File: src/rtl/fdl_pkg.sv
package fdl_pkg;

    // fixed field widths
    localparam int OP_W    = 2;
    localparam int BPOS_W  = 10;
    localparam int DELAY_W = 26;
    localparam int ADV_W   = 10;

    // default configuration
    localparam int DEF_DEPTH       = 1024;
    localparam int DEF_SAMPLE_BITS = 24;
    localparam int DEF_FRAC_BITS   = 16;

    // opcodes
    localparam logic [OP_W-1:0] OP_WRITE = 2'd0;
    localparam logic [OP_W-1:0] OP_TAP   = 2'd1;
    localparam logic [OP_W-1:0] OP_ADV   = 2'd2;

    // tap beat leaving the read stage
    typedef struct packed {
        logic valid;
        logic odd_first;
    } t_rd_stage;

endpackage

File: src/rtl/fdl_interp.sv
module fdl_interp
    import fdl_pkg::*;
#(
    parameter int SAMPLE_BITS = DEF_SAMPLE_BITS,
    parameter int FRAC_BITS   = DEF_FRAC_BITS
) (
    input  logic                          i_clk,
    input  logic                          i_rst_n,
    input  t_rd_stage                     i_rd,
    input  logic [FRAC_BITS-1:0]          i_frac,
    input  logic [SAMPLE_BITS-1:0]        i_even,
    input  logic [SAMPLE_BITS-1:0]        i_odd,
    output logic                          o_take,
    output logic                          o_valid,
    output logic signed [SAMPLE_BITS-1:0] o_tap_value,
    input  logic                          i_stall
);

    localparam int PW = SAMPLE_BITS + FRAC_BITS + 2;
    localparam logic [PW-1:0] HALF = {{(PW-1){1'b0}}, 1'b1} << (FRAC_BITS - 1);

    logic                          r_s2_valid;
    logic signed [SAMPLE_BITS-1:0] r_s2_a;
    logic signed [SAMPLE_BITS:0]   r_s2_diff;
    logic [FRAC_BITS-1:0]          r_s2_frac;
    logic                          r_s3_valid;
    logic signed [SAMPLE_BITS-1:0] r_s3_a;
    logic signed [PW-1:0]          r_s3_prod;
    logic                          r_out_valid;
    logic signed [SAMPLE_BITS-1:0] r_out;

    logic                          en3;
    logic                          en4;
    logic signed [SAMPLE_BITS-1:0] smp_a;
    logic signed [SAMPLE_BITS-1:0] smp_b;
    logic signed [SAMPLE_BITS:0]   n_diff;
    logic signed [PW-1:0]          n_prod;
    logic signed [PW-1:0]          rounded;
    logic signed [PW-1:0]          n_sum;

    // stage enables, each stage moves when its successor has room
    assign en4    = !r_out_valid || !i_stall;
    assign en3    = !r_s3_valid || en4;
    assign o_take = !r_s2_valid || en3;

    // pick the sample at the integer position and its neighbor
    assign smp_a  = i_rd.odd_first ? $signed(i_odd) : $signed(i_even);
    assign smp_b  = i_rd.odd_first ? $signed(i_even) : $signed(i_odd);
    assign n_diff = {smp_b[SAMPLE_BITS-1], smp_b} - {smp_a[SAMPLE_BITS-1], smp_a};

    // slope times fraction
    assign n_prod = r_s2_diff * $signed({1'b0, r_s2_frac});

    // round half up, floor shift, add base sample
    assign rounded = (r_s3_prod + $signed(HALF)) >>> FRAC_BITS;
    assign n_sum   = rounded + {{(PW-SAMPLE_BITS){r_s3_a[SAMPLE_BITS-1]}}, r_s3_a};

    // valid bits
    always_ff @(posedge i_clk) begin
        if (!i_rst_n) begin
            r_s2_valid  <= 1'b0;
            r_s3_valid  <= 1'b0;
            r_out_valid <= 1'b0;
        end else begin
            if (o_take) begin
                r_s2_valid <= i_rd.valid;
            end
            if (en3) begin
                r_s3_valid <= r_s2_valid;
            end
            if (en4) begin
                r_out_valid <= r_s3_valid;
            end
        end
    end

    // payload stages
    always_ff @(posedge i_clk) begin
        if (o_take) begin
            r_s2_a    <= smp_a;
            r_s2_diff <= n_diff;
            r_s2_frac <= i_frac;
        end
        if (en3) begin
            r_s3_a    <= r_s2_a;
            r_s3_prod <= n_prod;
        end
        if (en4) begin
            r_out <= n_sum[SAMPLE_BITS-1:0];
        end
    end

    assign o_valid     = r_out_valid;
    assign o_tap_value = r_out;

    // a stalled multiply stage keeps its beat
    a_s3_hold: assert property (@(posedge i_clk) disable iff (!i_rst_n)
        r_s3_valid && !en3 |=> r_s3_valid && $stable(r_s3_prod))
        else $error("multiply stage lost a beat under stall");

    // a stalled result is not overwritten
    a_out_hold: assert property (@(posedge i_clk) disable iff (!i_rst_n)
        r_out_valid && i_stall |=> r_out_valid && $stable(r_out))
        else $error("pending result overwritten");

endmodule
File: config.mk
export PLATFORM = sky130hd
export DESIGN_NAME = fdl_interp
export DESIGN_NICKNAME = d
export VERILOG_FILES = /design/src/rtl/fdl_pkg.sv /design/src/rtl/fdl_interp.sv
export SDC_FILE = /design/constraint.sdc
export NUM_CORES = 1
export LEC_CHECK = 0
export BUFFER_PORTS_ARGS = -buffer_cell sky130_fd_sc_hd__buf_4
export CAP_MARGIN = 20
export CORE_ASPECT_RATIO = 1.75
export CORE_UTILIZATION = 45
export DETAILED_ROUTE_END_ITERATION = 10
export PLACE_DENSITY_LB_ADDON = 0.25
export SLEW_MARGIN = 25
export SYNTH_ARGS = -nofsm -noshare
export SYNTH_HDL_FRONTEND = slang
export SYNTH_SLANG_ARGS = --single-unit
File: constraint.sdc
create_clock -name i_clk -period 10.5 [get_ports i_clk]
set_clock_uncertainty 0.15 [all_clocks]
set_input_delay 1.05 -clock i_clk [delete_from_list [all_inputs] [get_ports i_clk]]
set_output_delay 1.05 -clock i_clk [all_outputs]
set_load 0.05 [all_outputs]
==> results.json, run 1 <==
{
  "outcome": "finished clean",
  "grt_pass1_vias": 16200,
  "hold_buffer_count_at_cts": 0,
  "final_layout_size_suffix_gt1_frac": 0.0848,
  "yosys.area_share.adder": 0.453,
  "cts.sink_count": 141,
  "sequential_element_share_of_the_synthesized_area": 0.203,
  "numCtsBuffers": 17,
  "post_layout_nonfiller_instances": 2711,
  "worstSetupPathType": "flop to flop",
  "fp.dieH_um": 286,
  "groute.usage.overall": 0.237,
  "synthTopCellsByArea": "sky130_fd_sc_hd__fa_1 (37%), sky130_fd_sc_hd__edfxtp_1 (20%), sky130_fd_sc_hd__ha_1 (8.6%)",
  "synthMostInstantiatedCell": "sky130_fd_sc_hd__inv_1",
  "synthesized_area_fraction_occupied_by_ao_oa_aoi_and_oai_cells": 0.0545,
  "synth_area_in_xor_xnor": 0.0452,
  "dp_hpwl_mm": 41.2,
  "worstHoldPathType": "flop to flop",
  "share_of_cell_area_taken_by_muxes_after_synthesis": 0.0241,
  "port_buffers": 94,
  "clock_insertion_delay_worst_skew_ns": 0.46,
  "vias": 14200,
  "rsz0062_at_grt": "no",
  "clock_tree.buffer_depth": 2,
  "r2r_setup_slack_ns": 3.27,
  "cts_max_level": 4,
  "groute.layer.met3.usage": 0.0287,
  "maxSlewViolCount": 0,
  "clk_root_buffer_cell": "sky130_fd_sc_hd__clkbuf_16",
  "cp.required_ns": 10.52,
  "critical_path.cell_chain": "nand2_1, fa_1, fa_1, fa_1, inv_1, fa_1, fa_1, inv_1, fa_1, inv_1, ha_1, o21a_1, o2111a_1, a221oi_2, o211ai_1, a21oi_2, o21ai_1, a21oi_1, o31ai_1, xor2_1",
  "timing.critical_path.slowest_cell_delay_ns": 1.01,
  "synth_area_per_inst_um2": 10.1,
  "met2_usage": 0.462,
  "die_x_um": 164,
  "tritoncts_clock_tree": "done",
  "cp-start-kind": "flop",
  "postSynthNetCount": 2645,
  "minimum_period_implied_by_the_final_worst_setup_slack_ns": 7.23,
  "core_um2": 45200,
  "worst_path_max_delay_cell": "sky130_fd_sc_hd__edfxtp_1",
  "cp_max_fo": 25,
  "design.die.area_um2": 46900,
  "maxcap_viol_count": 0,
  "grt_antenna_before_repair": 0,
  "fin_crit_sh": 0.689,
  "share_of_the_synthesized_area_in_the_top_cell_type": 0.366,
  "synth_ff_type": "sky130_fd_sc_hd__edfxtp_1",
  "worst_slew_pin_slew_ns": 1.07,
  "synth.largest_area_cell": "sky130_fd_sc_hd__fa_1",
  "maxSlewHeadroom": 0.285,
  "final_core_util": 0.500,
  "routed_wirelength_mm": 51.3,
  "grt-ovfl-total": 0,
  "setup_total_negative_slack_ns": 0,
  "maximum_number_of_pins_on_one_net_before_global_route_repair": 50,
  "synth_async_sr_flop_share": 0,
  "worst_path_most_repeated_cell": "sky130_fd_sc_hd__fa_1",
  "clkTransAtPathRegs_ns": 0.07,
  "start_util": 0.458,
  "cp_data_arrival_time_ns": 7.25,
  "synth-warning-count": 0,
  "drcViolationCount": 0,
  "ant_nets": 0,
  "fin_worst_hold_slack_ns": 0.260,
  "post_drt_wl_per_cell_um": 18.9,
  "rows": 103,
  "timing.fmax_mhz": 138,
  "setup_viol": 0,
  "placedCellCount": 2679,
  "yosys.cell_types.count": 55,
  "drt-initial-drc-count": 617,
  "viasPerCell": 5.24,
  "ys_top_cells_by_count": "sky130_fd_sc_hd__inv_1 (456), sky130_fd_sc_hd__fa_1 (379), sky130_fd_sc_hd__nand2_1 (283)",
  "areaGrowthSynthToFinish_pct": 9.13,
  "globalRoute.busiestLayer": "met2",
  "pin_count": 95,
  "grt.met1_usage": 0.225,
  "synth-edff-count": 138,
  "simple_gate_area_share_of_the_yosys_netlist": 0.126,
  "synth_area_um2": 20700,
  "grt_first_pass_wirelength_mm": 83.1,
  "post-cts-setup-buffer-count": 0,
  "syn_inst": 2054,
  "synth.ff_latch_count": 141,
  "largest_family_of_logic_cells_by_synthesized_area": "adder cells",
  "globalplace.congestion": 0.899,
  "hold_violations": 0,
  "drt_pre_antenna_iters": 5,
  "crit_path_end_kind": "flop",
  "post_cts_resize_count": 0,
  "finalNetCount": 2712,
  "diodes": 0
}
==> through the flow <==
| step | instance area (um^2) | setup WS [ns] |
|---|---|---|
| after floorplan | 20700 | 4.28 |
| after global placement | 22000 | 3.47 |
| after detailed placement | 22000 | 3.30 |
| after CTS | 22600 | 3.28 |
| after global routing | 22600 | 2.92 |
| final | 22600 | 3.27 |
==> area by class of cell <==
class,count,area (um^2)
clock buffer,18,429
clock inverter,14,133
fill,4101,22600
inverter,456,1710
multi-input combinational,1394,14600
sequential,141,4200
tap,577,722
timing repair buffer,111,833
==> registers in the layout, indices dropped and copies added, names as in the netlist <==
name	flops
r_s2_diff	25
r_s3_prod	25
o_tap_value	24
r_s2_a	24
r_s3_a	24
r_s2_frac	16
o_valid	1
r_s2_valid	1
r_s3_valid	1
==> worst max-delay path, delay by kind of cell (launching register included) <==
family / cells / cell delay [ns]
AND/OR/NAND/NOR: 1 / 0.22
AO/OA/AOI/OAI: 8 / 1.95
flip-flops: 1 / 1.01
XOR/XNOR: 1 / 0.16
adder cells (fa/ha/maj): 7 / 3.31
buffers and inverters: 3 / 0.15
==> cell families after synthesis <==
family | count (synthesis)
fa+ha+maj | 522
buf+inv | 519
compound gates | 165
simple gates | 553
mux | 47
xor+xnor | 107
flops | 141
==> routing by layer <==
layer,vias to the layer above,part of all wire
met5,-,0
met4,0,0.072
met3,163,0.031
met2,358,0.58
met1,7250,0.32
li1,6422,-
==> cell usage in the layout, fill, tap and decap left out, types with 5 or more instances in the layout <==
master                      synthesis  layout
sky130_fd_sc_hd__xnor2_1           79      79
sky130_fd_sc_hd__mux2i_1           24      24
sky130_fd_sc_hd__and3_1            12      12
sky130_fd_sc_hd__inv_6              0       5
sky130_fd_sc_hd__edfxtp_1         138     138
sky130_fd_sc_hd__nor2_1            45      45
sky130_fd_sc_hd__a21o_1            26      26
sky130_fd_sc_hd__mux2_2            23      23
sky130_fd_sc_hd__nand3_1           18      18
sky130_fd_sc_hd__nand4_1            9       9
sky130_fd_sc_hd__clkbuf_16          0      17
sky130_fd_sc_hd__nand2b_1           5       5
sky130_fd_sc_hd__o21a_1             9       9
sky130_fd_sc_hd__o21ai_1            8       8
sky130_fd_sc_hd__nand2_1          283     281
sky130_fd_sc_hd__a31oi_1            5       5
sky130_fd_sc_hd__ha_1             143     143
sky130_fd_sc_hd__o21bai_1          11      11
sky130_fd_sc_hd__buf_4              0     111
sky130_fd_sc_hd__inv_1            456     455
sky130_fd_sc_hd__xor2_1            28      28
sky130_fd_sc_hd__a211oi_1           7       7
sky130_fd_sc_hd__a21oi_1           45      45
sky130_fd_sc_hd__fa_1             379     379
sky130_fd_sc_hd__o21ai_0           19      19
sky130_fd_sc_hd__nor2b_1            9       9
sky130_fd_sc_hd__and2_1           159     159
==> path summary, 6_finish.rpt <==
check               startpoint       endpoint  cells after the start
setup / recovery  r_s2_frac[2]  r_s3_prod[31]                     20
hold / removal       r_s2_a[7]      r_s3_a[7]                      0
setup reg to reg  r_s2_frac[2]  r_s3_prod[31]                     20
hold reg to reg      r_s2_a[7]      r_s3_a[7]                      0
Power of run 1 is not shown: default switching activity piles up to over one toggle a cycle in this logic, so the estimate is an artifact.
==> run 2, diff against run 1 <==
==> constraint.sdc (replaced) <==
create_clock -name i_clk -period 6.1 [get_ports i_clk]
set_clock_uncertainty 0.15 [all_clocks]
set_input_delay 0.61 -clock i_clk [delete_from_list [all_inputs] [get_ports i_clk]]
set_output_delay 0.61 -clock i_clk [all_outputs]
set_load 0.05 [all_outputs]
==> results.json, run 2 (synthesis gave the netlist of run 1 again) <==
{
  "drt_pre_antenna_iters": 4,
  "cp-startpoint": "r_s2_frac[5]",
  "globalRoute.busiestLayer": "met2",
  "diodes": 0,
  "pin_count": 95,
  "globalplace.congestion": 0.957,
  "fin_crit_sh": 1.07,
  "clkTransAtPathRegs_ns": 0.08,
  "worstHoldPathType": "input port to flop",
  "whs_path_depth": 1,
  "clock_insertion_delay_worst_skew_ns": 0.44,
  "largestRegisters": "r_s2_diff (25), r_s3_prod (25)",
  "grt_first_pass_wirelength_mm": 87.3,
  "setup_total_negative_slack_ns": -4.32,
  "layout_setup_ws_ns": -0.423,
  "ant_nets": 0,
  "crit_end": "r_s3_prod[36]",
  "fp.dieH_um": 286,
  "drt-initial-drc-count": 500,
  "grt_pass1_vias": 17200,
  "maxSlewViolCount": 0,
  "minimum_period_implied_by_the_final_worst_setup_slack_ns": 6.52,
  "rows": 103,
  "cp-start-kind": "flop",
  "final_layout_size_suffix_gt1_frac": 0.199,
  "worst_slew_pin_slew_ns": 0.726,
  "rsz0062_at_grt": "yes",
  "cts.sink_count": 141,
  "groute.layer.met3.usage": 0.0245,
  "final_core_util": 0.548,
  "start_util": 0.458,
  "fin_worst_hold_slack_ns": 0.190,
  "setup_viol": 18,
  "design_area_um2": 24800,
  "timing.rr.start": "r_s2_frac[5]",
  "cts_max_level": 4,
  "clock_tree.buffer_depth": 2,
  "grt.met1_usage": 0.222,
  "placement.cell_area_um2": 23500,
  "outcome": "finished, violations left",
  "regToRegEndpoint": "r_s3_prod[36]",
  "grt-ovfl-total": 0,
  "die_x_um": 164,
  "cp_max_fo": 7,
  "groute.usage.overall": 0.250,
  "maxSlewHeadroom": 0.513,
  "cp.required_ns": 6.19,
  "mostFrequentLayoutCells": "sky130_fd_sc_hd__inv_1 (444), sky130_fd_sc_hd__fa_1 (369), sky130_fd_sc_hd__buf_4 (296), sky130_fd_sc_hd__nand2_1 (277), sky130_fd_sc_hd__and2_1 (152)",
  "routed_wirelength_mm": 54.8,
  "port_buffers": 94,
  "worstSetupPathType": "flop to flop",
  "finalNetCount": 2928,
  "layout_commonest_cell": "sky130_fd_sc_hd__inv_1",
  "clk_root_buffer_cell": "sky130_fd_sc_hd__clkbuf_16",
  "core_um2": 45200,
  "areaGrowthSynthToFinish_pct": 19.7,
  "violated_checks": "negative setup slack",
  "design.die.area_um2": 46900,
  "met2_usage": 0.489,
  "vias": 15100,
  "hold_violations": 0,
  "numCtsBuffers": 17,
  "cp_data_arrival_time_ns": 6.61,
  "drcViolationCount": 0,
  "ff2ff_path_depth": 22,
  "maximum_number_of_pins_on_one_net_before_global_route_repair": 67,
  "r2r_setup_slack_ns": -0.42,
  "maxcap_viol_count": 0,
  "crit_path_end_kind": "flop",
  "post_drt_wl_per_cell_um": 18.7,
  "tritoncts_clock_tree": "done",
  "hold_buffer_count_at_cts": 0,
  "grt_antenna_before_repair": 0,
  "dp_hpwl_mm": 45.3,
  "viasPerCell": 5.15,
  "timing.fmax_mhz": 153
}
-- run 2: cell types whose count changed in the layout (fill, tap and decap cells not counted), sizes merged --
cell,before,now
buf,111,327
clkinv,3,2
inv,463,464
-- run 2: metrics by stage --
step / setup WS [ns] / cells
4_1_cts: -0.194 / 2908
6_report: -0.423 / 2927
3_3_place_gp: -0.341 / 2855
2_1_floorplan: 0.00529 / 2054
5_1_grt: -0.584 / 2927
3_5_place_dp: -0.415 / 2855
-- run 2: worst min-delay path by stage --
stage | endpoint | from
finish | r_s2_frac[15] | i_frac[15]
global route | r_s2_frac[12] | i_frac[12]
CTS | r_s2_frac[12] | i_frac[12]
detailed placement | r_s3_a[15] | r_s2_a[15]
global placement | r_s3_a[11] | r_s2_a[11]
floorplan | r_s3_a[0] | r_s2_a[0]
-- run 2: cell type report --
class,count,area [um^2]
timing repair buffer,327,2680
fill,3931,20400
clock buffer,18,429
clock inverter,14,145
tap,577,722
inverter,456,1720
sequential,141,4200
multi-input combinational,1394,14900
-- run 2: routing by layer --
layer	wire, um	share of wire	vias up
li1	-	-	6865
met1	16800	0.31	7685
met2	31700	0.58	322
met3	1090	0.020	197
met4	5210	0.095	0
met5	0	0	-
-- run 2: worst max-delay path, cell delays in order (launching register included) --
cell                       delay, ns
sky130_fd_sc_hd__edfxtp_1       0.49
sky130_fd_sc_hd__buf_4          0.19
sky130_fd_sc_hd__buf_6          0.13
sky130_fd_sc_hd__and2_1         0.17
sky130_fd_sc_hd__fa_1           0.54
sky130_fd_sc_hd__inv_1          0.05
sky130_fd_sc_hd__fa_1           0.45
sky130_fd_sc_hd__fa_1           0.51
sky130_fd_sc_hd__inv_1          0.05
sky130_fd_sc_hd__fa_1           0.55
sky130_fd_sc_hd__fa_1           0.44
sky130_fd_sc_hd__fa_1           0.50
sky130_fd_sc_hd__ha_4           0.30
sky130_fd_sc_hd__o2111a_2       0.22
sky130_fd_sc_hd__buf_4          0.11
sky130_fd_sc_hd__o21ai_2        0.05
sky130_fd_sc_hd__o211ai_1       0.33
sky130_fd_sc_hd__buf_4          0.18
sky130_fd_sc_hd__and3_4         0.21
sky130_fd_sc_hd__nor2_4         0.06
sky130_fd_sc_hd__o21a_1         0.20
sky130_fd_sc_hd__o21bai_1       0.16
sky130_fd_sc_hd__xor2_1         0.28
-- run 2: repair_timing --
item                                    CTS  global route
setup buffers                            21            21
endpoints found under the setup margin   18            21
endpoints found under the hold margin     0             0
pin swaps                                45            37
resized for setup                        65            41
gates cloned                              1             0
Power of run 2 is left out for the same reason.
==> run 3, diff against run 2 <==
--- a/config.mk
+++ b/config.mk
@@ -11,6 +11,7 @@
 export CORE_UTILIZATION = 45
 export DETAILED_ROUTE_END_ITERATION = 10
 export PLACE_DENSITY_LB_ADDON = 0.25
+export SETUP_SLACK_MARGIN = 0.3
 export SLEW_MARGIN = 25
 export SYNTH_ARGS = -nofsm -noshare
 export SYNTH_HDL_FRONTEND = slang
==> constraint.sdc (replaced) <==
create_clock -name i_clk -period 5.9 [get_ports i_clk]
set_clock_uncertainty 0.15 [all_clocks]
set_input_delay 0.59 -clock i_clk [delete_from_list [all_inputs] [get_ports i_clk]]
set_output_delay 0.59 -clock i_clk [all_outputs]
set_load 0.05 [all_outputs]
==> results.json, run 3 (synthesis gave the netlist of run 1 again) <==
{
  "cp-start-kind": "flop",
  "port_buffers": 94,
  "mostFrequentLayoutCells": "sky130_fd_sc_hd__inv_1 (452), sky130_fd_sc_hd__fa_1 (373), sky130_fd_sc_hd__nand2_1 (278), sky130_fd_sc_hd__buf_4 (274), sky130_fd_sc_hd__and2_1 (150)",
  "fp.dieH_um": 286,
  "core_um2": 45200,
  "cts.sink_count": 141,
  "groute.usage.overall": 0.250,
  "start_util": 0.458,
  "crit_end": "r_s3_prod[36]",
  "placedCellCount": 2863,
  "worstHoldPathType": "input port to flop",
  "path_buf_inv": 3,
  "minimum_period_implied_by_the_final_worst_setup_slack_ns": 6.30,
  "clkTransAtPathRegs_ns": 0.08,
  "rsz0062_at_grt": "yes",
  "maxcap_viol_count": 0,
  "final_core_util": 0.547,
  "clock_insertion_delay_worst_skew_ns": 0.45,
  "timing.rr.start": "r_s2_diff[5]",
  "maxSlewHeadroom": 0.450,
  "finalNetCount": 2910,
  "violated_checks": "negative setup slack",
  "vias": 14900,
  "crit_path_end_kind": "flop",
  "ff2ff_path_depth": 19,
  "design.die.area_um2": 46900,
  "regToRegEndpoint": "r_s3_prod[36]",
  "cp.required_ns": 6.00,
  "worstSetupPathType": "flop to flop",
  "hold_buffer_count_at_cts": 0,
  "final_layout_size_suffix_gt1_frac": 0.189,
  "cp_data_arrival_time_ns": 6.40,
  "diodes": 0,
  "largestRegisters": "r_s2_diff (25), r_s3_prod (25)",
  "timing.critical_path.slowest_cell_delay_ns": 0.62,
  "r2r_setup_slack_ns": -0.40,
  "critical_path.cell_chain": "buf_6, buf_4, buf_4, and2_1, fa_1, fa_1, fa_2, fa_1, fa_1, fa_1, ha_1, o2111a_1, o21ai_1, o211ai_1, and3_1, nor2_4, o21a_1, o21bai_1, xor2_1",
  "maximum_number_of_pins_on_one_net_before_global_route_repair": 67,
  "timing.critical_path.max_delay_family": "adder cells",
  "numCtsBuffers": 17,
  "drt-initial-drc-count": 579,
  "worst_path_max_delay_cell": "sky130_fd_sc_hd__fa_2",
  "pre_cts_slack_ns": -0.912,
  "grt_pass1_vias": 17300,
  "layout_commonest_cell": "sky130_fd_sc_hd__inv_1",
  "grt-ovfl-total": 0,
  "cp_max_fo": 7,
  "setup_viol": 20,
  "layout_setup_ws_ns": -0.403,
  "clock_tree.buffer_depth": 2,
  "routed_wirelength_mm": 53.7,
  "fin_worst_hold_slack_ns": 0.164,
  "fin_crit_sh": 1.07,
  "post_drt_wl_per_cell_um": 18.5,
  "drt_pre_antenna_iters": 5,
  "globalplace.congestion": 0.952,
  "drcViolationCount": 0,
  "timing.fmax_mhz": 159,
  "pin_count": 95,
  "areaGrowthSynthToFinish_pct": 19.5,
  "cts_max_level": 4,
  "hold_violations": 0,
  "worst_slew_pin_slew_ns": 0.819,
  "cp-startpoint": "r_s2_diff[5]",
  "tritoncts_clock_tree": "done",
  "dp_hpwl_mm": 44.7,
  "die_x_um": 164,
  "worst_path_most_repeated_cell": "sky130_fd_sc_hd__fa_1",
  "grt_antenna_before_repair": 0,
  "rows": 103,
  "outcome": "finished, violations left",
  "grt_first_pass_wirelength_mm": 87.2,
  "ant_nets": 0,
  "whs_path_depth": 1,
  "viasPerCell": 5.13,
  "post_layout_nonfiller_instances": 2909,
  "clk_root_buffer_cell": "sky130_fd_sc_hd__clkbuf_16",
  "path_depth": 19,
  "maxSlewViolCount": 0
}
[run 3: changes by cell type in the layout (fill, tap and decap cells not counted), sizes merged]
| cell | change |
|---|---|
| clkinv | +1 |
| clkbuf | -1 |
| inv | +1 |
| clkinvlp | -1 |
| buf | -18 |
[run 3: per-stage QoR]
| step | instance area [um^2] | setup TNS [ns] |
|---|---|---|
| final | 24800 | -6.23 |
| after global routing | 24800 | -11.86 |
| after CTS | 24600 | -5.60 |
| after detailed placement | 23800 | -12.69 |
| after global placement | 23800 | -11.66 |
| after floorplan | 20900 | -0.0771 |
[run 3: routing by layer]
| metal | share of wire | track usage | up-vias |
|---|---|---|---|
| li1 | - | - | 6828 |
| met1 | 0.31 | 0.221 | 7550 |
| met2 | 0.58 | 0.488 | 356 |
| met3 | 0.028 | 0.0345 | 193 |
| met4 | 0.090 | 0.195 | 0 |
| met5 | 0 | 0 | - |
[run 3: cell type report]
class / instances / area, um^2
Timing Repair Buffer: 309 / 2650
Multi-Input combinational cell: 1394 / 14900
Tap cell: 577 / 722
Clock buffer: 17 / 425
Inverter: 456 / 1710
Sequential cell: 141 / 4200
Fill cell: 3963 / 20500
Clock inverter: 15 / 149
[run 3: how the worst min path moves through the flow]
stage                     startpoint       endpoint  slack, ns
final                     i_frac[12]  r_s2_frac[12]       0.16
after global routing      i_frac[15]  r_s2_frac[15]       0.16
after global placement     r_s2_a[6]      r_s3_a[6]       0.25
after CTS                 i_frac[12]  r_s2_frac[12]       0.15
after detailed placement   r_s2_a[0]      r_s3_a[0]       0.25
after floorplan            r_s2_a[0]      r_s3_a[0]       0.25
[run 3: what timing repair did]
item | CTS | global route
pin swaps | 26 | 12
buffers inserted | 12 | 2
hold endpoints to repair | 0 | 0
gates resized for setup | 40 | 23
endpoints found under the setup margin | 25 | 25
Power of run 3 is left out for the same reason.
